<file path="config.mk">
export PLATFORM = sky130hd
export DESIGN_NAME = v3au_prep
export DESIGN_NICKNAME = d
export VERILOG_FILES = /design/src/hw/rtl/v3au_pkg.sv /design/src/hw/rtl/v3au_prep.sv
export SDC_FILE = /design/constraint.sdc
export NUM_CORES = 1
export LEC_CHECK = 0
export BUFFER_PORTS_ARGS = -buffer_cell sky130_fd_sc_hd__buf_2
export CORE_AREA = 2 2 266 268
export DETAILED_ROUTE_END_ITERATION = 7
export DIE_AREA = 0 0 268 270
export HOLD_SLACK_MARGIN = 0.08
export PLACE_DENSITY = 0.43
export SLEW_MARGIN = 20
export SYNTH_ARGS = -nofsm -noshare
export SYNTH_HDL_FRONTEND = slang
export SYNTH_SLANG_ARGS = --single-unit
</file>
<file path="constraint.sdc">
create_clock -name clk_i -period 7.9 [get_ports clk_i]
set_input_delay 0.395 -clock clk_i [delete_from_list [all_inputs] [get_ports clk_i]]
set_output_delay 0.395 -clock clk_i [all_outputs]
set_load 0.05 [all_outputs]
</file>
<file path="src/hw/rtl/v3au_pkg.sv">
package v3au_pkg;

  // word format, signed fixed point
  localparam int WORD_WIDTH = 32;
  localparam int FRAC_BITS  = 16;
  localparam int LEN_WIDTH  = 31;

  // derived widths of the square root and divider chains
  localparam int SQ_WIDTH      = 2 * WORD_WIDTH;
  localparam int SQRT_STEPS    = WORD_WIDTH;
  localparam int SREM_WIDTH    = WORD_WIDTH + 2;
  localparam int NUM_WIDTH     = WORD_WIDTH + FRAC_BITS;
  localparam int DIV_STEPS     = NUM_WIDTH;
  localparam int LEN_CMP_WIDTH = (WORD_WIDTH > LEN_WIDTH) ? WORD_WIDTH : LEN_WIDTH;

  typedef logic signed [WORD_WIDTH-1:0] word_t;
  typedef logic        [WORD_WIDTH-1:0] uword_t;

  localparam word_t WORD_MAX = {1'b0, {(WORD_WIDTH-1){1'b1}}};
  localparam word_t WORD_MIN = {1'b1, {(WORD_WIDTH-1){1'b0}}};
  localparam logic [LEN_WIDTH-1:0] LEN_MAX = '1;

  typedef enum logic [2:0] {
    OP_ADD   = 3'd0,
    OP_SUB   = 3'd1,
    OP_SCALE = 3'd2,
    OP_DIV   = 3'd3,
    OP_MAG   = 3'd4,
    OP_NORM  = 3'd5
  } op_e;

  typedef enum logic [1:0] {
    ST_OK       = 2'd0,
    ST_DIV_ZERO = 2'd1,
    ST_SAT      = 2'd2
  } status_e;

  // request and response payloads
  typedef struct packed {
    logic [2:0] opcode;
    word_t      a_x;
    word_t      a_y;
    word_t      a_z;
    word_t      b_x;
    word_t      b_y;
    word_t      b_z;
    word_t      scalar_in;
  } v3au_in_t;

  typedef struct packed {
    word_t                res_x;
    word_t                res_y;
    word_t                res_z;
    logic [LEN_WIDTH-1:0] length_out;
    status_e              status;
  } v3au_out_t;

  // data carried along the square root chain
  typedef struct packed {
    logic [2:0]  opcode;
    word_t [2:0] vec;
    word_t       scal;
    logic        sat;
  } sq_side_t;

  typedef struct packed {
    logic [SQ_WIDTH-1:0]   rad;
    logic [SREM_WIDTH-1:0] rem;
    uword_t                root;
    sq_side_t              side;
  } sq_state_t;

  // data carried along the divider chain
  typedef struct packed {
    logic [2:0]  opcode;
    word_t [2:0] vec;
    logic [2:0]  neg;
    logic        dz;
    logic        sat;
    uword_t      mag;
  } dv_side_t;

  typedef struct packed {
    uword_t                    dvsr;
    logic [2:0][NUM_WIDTH-1:0] nq;
    uword_t [2:0]              rem;
    dv_side_t                  side;
  } dv_state_t;

endpackage

</file>
<file path="src/hw/rtl/v3au_prep.sv">
module v3au_prep import v3au_pkg::*; (
  input  logic      clk_i,
  input  logic      rst_ni,
  input  logic      valid_i,
  output logic      ready_o,
  input  sq_state_t state_i,
  output logic      valid_o,
  input  logic      ready_i,
  output dv_state_t state_o
);

  uword_t    abs_a [3];
  uword_t    abs_s;
  logic      is_div;
  logic      is_norm;
  dv_state_t st_d;
  logic      valid_q;
  dv_state_t st_q;

  assign ready_o = !valid_q || ready_i;
  assign valid_o = valid_q;
  assign state_o = st_q;

  // divisor, numerators and signs for divide and normalize
  always_comb begin
    is_div  = state_i.side.opcode == OP_DIV;
    is_norm = state_i.side.opcode == OP_NORM;
    abs_s   = state_i.side.scal[WORD_WIDTH-1] ? -uword_t'(state_i.side.scal)
                                              : uword_t'(state_i.side.scal);
    st_d.dvsr = is_norm ? state_i.root : abs_s;
    for (int i = 0; i < 3; i++) begin
      abs_a[i] = state_i.side.vec[i][WORD_WIDTH-1] ? -uword_t'(state_i.side.vec[i])
                                                   : uword_t'(state_i.side.vec[i]);
      st_d.nq[i]       = {abs_a[i], {FRAC_BITS{1'b0}}};
      st_d.rem[i]      = '0;
      st_d.side.neg[i] = is_norm ? state_i.side.vec[i][WORD_WIDTH-1]
                                 : state_i.side.vec[i][WORD_WIDTH-1]
                                   ^ state_i.side.scal[WORD_WIDTH-1];
    end
    st_d.side.opcode = state_i.side.opcode;
    st_d.side.vec    = state_i.side.vec;
    st_d.side.dz     = (is_div && state_i.side.scal == '0) || (is_norm && state_i.root == '0);
    st_d.side.sat    = state_i.side.sat;
    st_d.side.mag    = state_i.root;
  end

  always_ff @(posedge clk_i or negedge rst_ni) begin
    if (!rst_ni) begin
      valid_q <= 1'b0;
    end else if (ready_o) begin
      valid_q <= valid_i;
    end
  end

  always_ff @(posedge clk_i) begin
    if (ready_o && valid_i) begin
      st_q <= st_d;
    end
  end

endmodule

</file>
### After elaboration in Yosys (flattened, before gate mapping)

Index checks and enable logic that the tools add are counted.

| cells by class | value |
|---|---|
| mux-type cells | 8 |
| bitwise logic cells | 3 |
| $add $sub $neg | 4 |
| reductions and logical operators | 8 |
| eq/ne operators | 2 |

Operators by type and width:

| cell | number |
|---|---|
| $neg 32->32 | 4 |
| $mux 31 | 3 |
| $logic_not 32->1 | 2 |
| $mux 32 | 2 |
| $eq 3x2->1 const B | 1 |
| $eq 3x3->1 const B | 1 |
| $logic_and 1x1->1 | 3 |
| $mux 1 | 3 |
| $xor 1x1->1 | 3 |
| $logic_or 1x1->1 | 2 |
| $logic_not 1->1 | 1 |

| word-level totals | value |
|---|---|
| input port bits | 266 |
| register bits | 265 |
| output and inout port bits | 410 |
| logic and storage cells | 41 |

### Longest topological paths before layout

Gate-level depths: netlist (run 1).

| logic depth | value |
|---|---|
| depth after elaboration | 3 |
| depth in mapped cells | 7 |

### Worst setup path after synthesis (run 1)

OpenSTA, ideal clock, no wires.

| path | value |
|---|---|
| path kind | register to register |
| from | reg valid_q, in the netlist valid_o |
| to | reg st_q, in the netlist state_o[0] (enable) |
| arrival time | 7.049 ns |
| slack | 0.197 ns |
| stages on the path, launching flop included | 3 |
| data required time | 7.246 ns |
| buffers on the path | 0 |
| path through | dfrtp_1 > nand2b_1 > and2_1 |

| between the ends | value |
|---|---|
| word-level cells in the longest chain between the ends | 3 |

RTL lines:

| item | RTL line | RTL |
|---|---|---|
| start, declared | v3au_prep.sv:17 | `logic valid_q;` |
| start signal, assigned | v3au_prep.sv:51 | `valid_q <= valid_i;` |
| $logic_not 1->1 | v3au_prep.sv:20 | `assign ready_o = !valid_q \|\| ready_i;` |
| $logic_or 1x1->1 | v3au_prep.sv:20 |  |
| named net ready_o | v3au_prep.sv:5 | `output logic ready_o,` |
| $logic_and 1x1->1 | v3au_prep.sv:56 | `if (ready_o && valid_i) begin` |
| end signal, assigned | v3au_prep.sv:57 | `st_q <= st_d;` |
| end, declared | v3au_prep.sv:18 | `dv_state_t st_q;` |

The timed path passes the listed nets, and every way through them passes these cells.
A chain may end at the register's enable or synchronous reset.

==> results.toml, run 1 <==
[yosys]
yosysTopAreaCellShare = 0.6520
synthAdderAreaFrac = 0.004164
synth_simple_gate_area_frac = 0.07859
ys.warnings.count = 0
syn_area_per_cell_um2 = 13.74
synthArstFlopShare = 0.003817
yosysMostFrequentCell = "edfxtp_1"
muxShareOfSynthArea = 0.0008327
synth_top_family_by_area = "buffers and inverters"
synth_common_cells = "261 x edfxtp_1, 147 x buf_4, 91 x xnor2_1, 64 x nand2_1, 56 x o21ai_0"
synth-compound-area-share = 0.07411
yosysTopAreaCell = "edfxtp_1"
syn_inst = 875
ys_types = 39
synth_edf_count = 261
synth_ff_type = "edfxtp_1"
synth-seq-cells = 262
synth_area_leaders = "edfxtp_1 65%, buf_4 9.2%, xnor2_1 6.6%"
synth-xor-area-share = 0.08671
yosysSeqAreaShare = 0.6541
syn-cell-area_um2 = 12020

[placed_design]
gp_congestion = 0.7400
hpwl_um = 30200
dp.cells = 2232
io_buffers = 433
placed_area_um2 = 14800

[finish]
n_fill_cell = 7372
syn_to_final_growth_pct = 42.49
n_antenna_cell = 0
ff_latch_area_um2 = 7863
fin_area_um2 = 17130
final_nets = 1726
multi_input_area_um2 = 3488
final_cells = 2419
utilization = 0.2463
drive_above_1_share = 0.3394

[worst_setup_path]
slowest_delay_ps = 640
crit_path_top_delay_cell = "or4_1"
critical_path_buf_inv_count = 2
critPathArrivalTime_ps = 3110
crit_fanout = 5
path_cells = "dlygate4sd3_1, buf_2, or4_1, nor3_1, nand4_1, o41ai_1, xnor2_1"
endpoint_kind = "register"
worstSetupPathType = "input port to register"
crit_required_ps = 8230
critPathTopFamily = "simple AND/OR/NAND/NOR gates"
startpoint_type = "input port"

[timing]
fin_hold_ws_ps = 128.4
clock.fmax_ghz = 0.3604
tns_ps = 0
setup_viol = 0
tightest_slew_ps = 1134
hold_viol_final = 0
min_period_over_period = 0.3512
slew_headroom = 0.2443
period_minus_slack_ps = 2775
slew_violations = 0
rsz0062_at_grt = "false"
fin_skew_ps = 12.96

[clock_tree]
h-tree-depth = 1
insertion_delay_ps = 590
cts_setup_buffers = 0
cts_made_buffers = 31
cts_root_buffer = "clkbuf_16"
clk_pin_slew_ps = 60
cts_buffer_depth = 3
cts_tree = "done"
cts.sinks = 262

[detailed_routing]
drt-initial-drc-count = 550
post_drt_wl_per_cell_um = 16.57
drtPass1Iterations = 4
ant_nets = 0
vias_per_cell = 3.656
drc = 0
wl_um = 40090
vias = 8843

[die]
core_um2 = 69540
rows = 97
ios = 676
die-area_um2 = 72360
die_y_um = 270
start_util = 0.1728
die_w_um = 268

[global_routing]
grt_max_degree = 159
gr-total-overflow = 0
grt_pass1_vias = 8737
groute.usage.overall = 0.1048
grt_pass1_wl_um = 57140
antenna_found_initial = 2

[min_path]
worstHoldPathType = "input port to register"

[power]
power_density_nw_per_um2 = 232.4
irDropWorstVdd_mv = 0.1628
leakage_nw = 6.561

[job]
cap_violations = 0

[run_status]
outcome = "complete, no violations"
metrics by stage:
| stage | total power, mW | setup WS, ps |
|---|---|---|
| 5_1_grt | 4.152 | 4935 |
| 3_5_place_dp | 2.513 | 4606 |
| 6_report | 3.980 | 5125 |
| 4_1_cts | 4.053 | 5131 |
| 3_3_place_gp | 2.510 | 4626 |
| 2_1_floorplan | 2.356 | 197.4 |
kinds of logic (layout without fill, tap and decap cells):
logic type,after synthesis,count (layout)
flops,262,262
xor+xnor,119,119
simple gates,180,180
fa+ha+maj,4,4
buf+inv,177,638
mux,1,1
compound gates,131,131
other cells,1,144
worst paths after layout:
path                               from            to  slack, ps  depth (start not counted)
max                        state_i[106]  state_o[373]       5130                          7
min                         state_i[91]   state_o[95]        130                          1
max reg2reg                     valid_o  state_o[321]       5490                          3
min reg2reg                     valid_o  state_o[116]       1060                          2
max in group asynchronous        rst_ni       valid_o       7170                          3
min in group asynchronous        rst_ni       valid_o        630                          3
registers in the layout (all words and copies together), names as in the netlist:
name,cells
state_o,261
valid_o,1
power breakdown:
part / internal, mW / switching (mW)
Clock: 0.851 / 0.602
Sequential: 1.65 / 0.0220
Combinational: 0.189 / 0.668
Total: 2.69 / 1.29
metal layers:
| metal | wire [um] | global-route usage | share of wire |
|---|---|---|---|
| met1 | 16610 | 0.1274 | 0.41 |
| met2 | 19990 | 0.1884 | 0.50 |
| met3 | 2888 | 0.02288 | 0.072 |
| met4 | 597 | 0.02146 | 0.015 |
| met5 | 0 | 0 | 0 |
area by class of cell:
| cell class | count | area share |
|---|---|---|
| Multi-Input combinational cell | 579 | 0.2037 |
| Sequential cell | 262 | 0.4591 |
| Inverter | 12 | 0.002630 |
| Timing Repair Buffer | 570 | 0.2064 |
| Tap cell | 940 | 0.06867 |
| Clock inverter | 20 | 0.01315 |
| Clock buffer | 36 | 0.04639 |
worst register-to-register path: stages, from the launching register on:
cell      delay [ps]
dfrtp_1          370
nand2b_1         130
and2_4           580
buf_12           520
layout by cell type (no fill, tap or decap), types with 5 or more instances in the layout:
| master | n |
|---|---|
| clkbuf_1 | 5 |
| xnor2_1 | 91 |
| clkbuf_16 | 31 |
| inv_1 | 12 |
| o41ai_1 | 24 |
| o21ai_0 | 56 |
| nor4_1 | 21 |
| conb_1 | 144 |
| buf_4 | 5 |
| dlygate4sd3_1 | 131 |
| xor2_1 | 28 |
| nor3_1 | 6 |
| nand2_1 | 64 |
| a21oi_1 | 10 |
| or3_1 | 14 |
| nand2b_1 | 5 |
| nand3_1 | 8 |
| buf_2 | 433 |
| or4_1 | 15 |
| o31ai_1 | 32 |
| clkinv_2 | 7 |
| nor2_1 | 22 |
| nand4_1 | 7 |
| edfxtp_1 | 261 |
repair_timing:
action	CTS	global route
endpoints found under the setup margin	0	0
endpoints found under the hold margin	140	0
hold buffers	131	0
resized for setup	0	0
(Power assumes the default switching activity.)
==> inputs of run 2 (changes only) <==
- PLACE_DENSITY: 0.43 -> 0.45
- clock period: 7.9 -> 2.35 ns (I/O delays scaled with it)
==> run 2 against run 1 <==
- combinational power rose to 3.5 times the previous value
- critical path depth unchanged
- flip-flop and latch count unchanged
- sequential share of layout area fell by 2.1 points
- worst setup slack got worse by 5100 ps
==> results.toml, run 2 (synthesis results as in run 1) <==
[worst_setup_path]
startpoint_type = "input port"
crit_fanout = 6
endpoint_kind = "register"
worstSetupPathType = "input port to register"
critPathArrivalTime_ps = 2600
path_cells = "dlygate4sd3_1, buf_2, or4_4, or4b_4, or3_4, o41ai_4, xnor2_1"
slowest_delay_ps = 590
crit_required_ps = 2670
crit_path_top_delay_cell = "or4_4"

[die]
rows = 97
die_w_um = 268
die_y_um = 270
core_um2 = 69540
start_util = 0.1728
die-area_um2 = 72360
ios = 676

[clock_tree]
clk_pin_slew_ps = 60
cts_root_buffer = "clkbuf_16"
cts_tree = "done"
h-tree-depth = 1
cts_made_buffers = 31
insertion_delay_ps = 570
cts.sinks = 262
cts_buffer_depth = 3

[detailed_routing]
vias = 9203
post_drt_wl_per_cell_um = 15.91
wl_um = 39860
vias_per_cell = 3.674
drc = 0
drt-initial-drc-count = 440
drtPass1Iterations = 4
ant_nets = 0

[power]
power_density_nw_per_um2 = 745.5
seq_power_share = 0.419
irDropWorstVdd_mv = 0.4981
combPwrFrac = 0.225
p_clk_frac = 0.356
leakage_nw = 6.988
p_sw_frac = 0.3184
switchingPower_mw = 4.260
power_mw = 13.38
p_int_mw = 9.120

[finish]
largest_reg_flops = 261
multi_input_area_um2 = 3568
final_cells = 2505
mostFrequentLayoutCell = "buf_2"
syn_to_final_growth_pct = 49.32
drive_above_1_share = 0.3568
utilization = 0.2581
mostFrequentLayoutCells = "433 x buf_2, 261 x edfxtp_1, 161 x dlygate4sd3_1"
final_nets = 1810
ff_latch_area_um2 = 7864
n_fill_cell = 7299

[timing]
fin_hold_ws_ps = 124.2
min_period_over_period = 0.9706
period_minus_slack_ps = 2281
tightest_slew_ps = 704.1
tns_ps = 0
fin_skew_ps = 14.59
slew_violations = 0
rsz0062_at_grt = "true"
clock.fmax_ghz = 0.4384
hold_viol_final = 0
slew_headroom = 0.5306
setup_viol = 0

[placed_design]
gp_congestion = 0.7699
dp.cells = 2285
hpwl_um = 30790
io_buffers = 433

[job]
cap_violations = 0

[global_routing]
groute.usage.overall = 0.1040
grt_pass1_vias = 9214
grt_pass1_wl_um = 56970
grt_max_degree = 63
antenna_found_initial = 4
gr-total-overflow = 0

[run_status]
outcome = "complete, no violations"

[min_path]
worstHoldPathType = "input port to register"
==> run 2: power groups by stage <==
| stage | Combinational, mW | Sequential, mW | Clock [mW] |
|---|---|---|---|
| 6_report | 3.01 | 5.61 | 4.77 |
| 3_5_place_dp | 2.81 | 5.71 | 0 |
| 3_3_place_gp | 2.80 | 5.70 | 0 |
| 4_1_cts | 3.02 | 5.61 | 4.94 |
| 5_1_grt | 3.17 | 5.64 | 5.12 |
| 2_1_floorplan | 1.13 | 6.74 | 0 |
==> run 2: path summary, 6_finish.rpt <==
path                              from           end  slack, ps  cells past startpoint
min reg2reg                    valid_o  state_o[393]        890                      2
min                        state_i[16]  state_o[399]        120                      4
min in group asynchronous       rst_ni       valid_o        390                      3
max                        state_i[72]  state_o[318]         70                      7
max in group asynchronous       rst_ni       valid_o       1840                      3
max reg2reg                    valid_o   state_o[94]        700                      3
==> run 2: critical path, delay by kind of cell <==
family | cells | cell delay, ps
compound gates | 1 | 220
simple gates | 3 | 1490
buf+inv | 2 | 660
xor+xnor | 1 | 110
==> run 2: layer usage <==
layer  GRT usage  part of all wire  up-vias
met5           0           0.00033        -
met4     0.03396             0.031        2
met3     0.02407             0.080       60
met2      0.1805              0.48      424
met1      0.1261              0.40     4421
li1            -                 -     4296
==> run 2: repair_timing <==
action | in CTS | in global routing
setup buffers | 0 | 1
resized for setup | 0 | 12
hold buffers | 161 | 0
endpoints found under the hold margin | 258 | 0
endpoints found under the setup margin | 0 | 7
==> run 2: layout make-up <==
type / count / share of cell area
multi-input combinational: 579 / 0.1988
sequential: 262 / 0.4381
clock buffer: 41 / 0.04531
inverter: 12 / 0.002510
antenna: 1 / 0.0001394
tap: 940 / 0.06553
timing repair buffer: 654 / 0.2393
clock inverter: 16 / 0.01025
==> run 2: per-stage QoR <==
step / worst slack, ps / area (um^2)
after floorplan: -694.1 / 12570
after global placement: 18.90 / 15250
after detailed placement: -28.64 / 15250
after CTS: 15.28 / 17860
after global routing: -20.43 / 17950
final: 69.14 / 17950
==> inputs of run 3 (changes only) <==
- CORE_AREA: 2 2 266 268 -> 5 5 261 263
- DIE_AREA: 0 0 268 270 -> 0 0 266 268
- clock period: 2.35 -> 2.5 ns (I/O delays scaled with it)
==> run 3 against run 2 <==
- register-to-register slack improved by 70 ps
- first-iteration DRC count rose by 3.2%
- clock power fell by 4.8%
- power fell by 5.4%
- cell area fell by 1.9%
- sequential share of layout area rose by 0.86 points
- sequential power fell by 6.1%
- worst hold slack improved by 13 ps
- flip-flop and latch count did not move
- die area fell by 1.5%
- via count did not move
- critical path type unchanged
- largest cell class unchanged
- highest routed layer is now met4
==> results.toml, run 3 (synthesis results as in run 1) <==
[placed_design]
io_buffers = 433
dp.cells = 2194
gp_congestion = 0.7858
hpwl_um = 34650

[die]
core_um2 = 65390
rows = 94
die_y_um = 268
die_w_um = 266
die-area_um2 = 71290
start_util = 0.1838
ios = 676

[worst_setup_path]
reg2regPathDepth = 3
critPathTopFamily = "simple AND/OR/NAND/NOR gates"
timing.rr.end = "state_o[355]"
crit_path_top_delay_cell = "or4_1"
critPathArrivalTime_ps = 2650
worstSetupPathType = "input port to register"
rrSetupSlack_ps = 770
rr_startpoint = "valid_o"
startpoint_type = "input port"
path_cells = "dlygate4sd3_1, buf_2, or4_1, or3_1, or4_4, o31ai_2, xnor2_1"
crit_required_ps = 2820
slowest_delay_ps = 560
critical_path_buf_inv_count = 2
endpoint_kind = "register"
crit_fanout = 5

[power]
irDropWorstVdd_mv = 0.4502
power_density_nw_per_um2 = 719.3
power_mw = 12.66
leakage_nw = 6.878

[finish]
n_antenna_cell = 0
multi_input_area_um2 = 3496
final_cells = 2407
mostFrequentLayoutCell = "buf_2"
n_fill_cell = 6884
largest_reg_flops = 261
final_nets = 1788
ff_latch_area_um2 = 7864
mostFrequentLayoutCells = "433 x buf_2, 261 x edfxtp_1, 155 x dlygate4sd3_1"
syn_to_final_growth_pct = 46.45
drive_above_1_share = 0.3519

[clock_tree]
cts_root_buffer = "clkbuf_16"
cts_tree = "done"
cts_buffer_depth = 3
cts_setup_buffers = 0
cts_hold_buffers = 155
cts_made_buffers = 31
clk_pin_slew_ps = 60
cts.sinks = 262
cts_resized = 0
h-tree-depth = 1
insertion_delay_ps = 580

[timing]
period_minus_slack_ps = 2334
tightest_slew_ps = 792.6
slew_headroom = 0.4668
setup_viol = 0
hold_viol_final = 0
fin_skew_ps = 15.95
rsz0062_at_grt = "false"
min_period_over_period = 0.9335
clock.fmax_ghz = 0.4285
slew_violations = 0

[detailed_routing]
met3_length_um = 2800
drt-initial-drc-count = 454
drtPass1Iterations = 4
top_layer = "met4"
wl_um = 44050
vias_per_cell = 3.823
met1_length_um = 18060
vias = 9203
post_drt_wl_per_cell_um = 18.30
drc = 0
wl_met2_um = 22230
ant_nets = 0

[global_routing]
groute.usage.overall = 0.1136
grt_max_degree = 69
grt_pass1_vias = 9470
antenna_found_initial = 4
gr-total-overflow = 0
grt_pass1_wl_um = 61340

[min_path]
min_to = "state_o[377]"
worstHoldPathType = "input port to register"
worstHoldStart = "state_i[2]"
hold_depth = 3

[run_status]
outcome = "complete, no violations"

[job]
cap_violations = 0
-- run 3: cell types whose count changed in the layout (fill, tap and decap cells not counted), sizes merged --
cell	change
diode	-1
inv	+2
dlygate4sd3	-6
clkbuf	-8
buf	-16
clkinv	+8
clkinvlp	-1
-- run 3: metal layers --
layer / GRT usage / vias up
met5: 0 / -
met3: 0.01877 / 53
met4: 0.02936 / 0
met1: 0.1411 / 4459
li1: - / 4264
met2: 0.2059 / 427
-- run 3: layout make-up --
cell class                 count  share of cell area
sequential                   262              0.4467
timing repair buffer         632              0.2329
multi-input combinational    579              0.1986
tap                          864             0.06141
clock buffer                  33             0.04450
clock inverter                25             0.01336
inverter                      12            0.002559
-- run 3: per-stage QoR --
step | utilization | hold slack [ps] | setup WS, ps | instance area (um^2) | setup TNS [ps]
2_1_floorplan | - | -170.6 | -544.1 | 12570 | -142020
3_3_place_gp | 0.2299 | -99.79 | 138.6 | 15030 | 0
3_5_place_dp | 0.2299 | -98.68 | 127.5 | 15030 | 0
4_1_cts | 0.2692 | 96.64 | 188.4 | 17600 | 0
5_1_grt | 0.2692 | 103.6 | 42.96 | 17600 | 0
6_report | 0.2692 | 137.2 | 166.3 | 17600 | 0
-- run 3: worst max path at each step --
stage,slack [ps],startpoint,depth (start not counted),to
global placement,140,state_i[74],6,state_o[318]
global route,40,state_i[74],8,state_o[324]
CTS,190,state_i[87],7,state_o[324]
detailed placement,130,state_i[50],6,state_o[275]
finish,170,state_i[50],7,state_o[275]
floorplan,-540,valid_o,2,state_o[0]
-- run 3: worst register-to-register path: cells and delay by family, from the launching register on --
| family | cells | cell delay, ps |
|---|---|---|
| AND/OR/NAND/NOR | 2 | 520 |
| flip-flops | 1 | 420 |
| buffers and inverters | 1 | 380 |
-- run 3: power by group --
part           internal [mW]  leakage, nW  switching [mW]
sequential              5.20         2.50          0.0680
combinational          0.670         3.87            2.18
clock                   2.68        0.509            1.86
total                   8.55         6.88            4.11
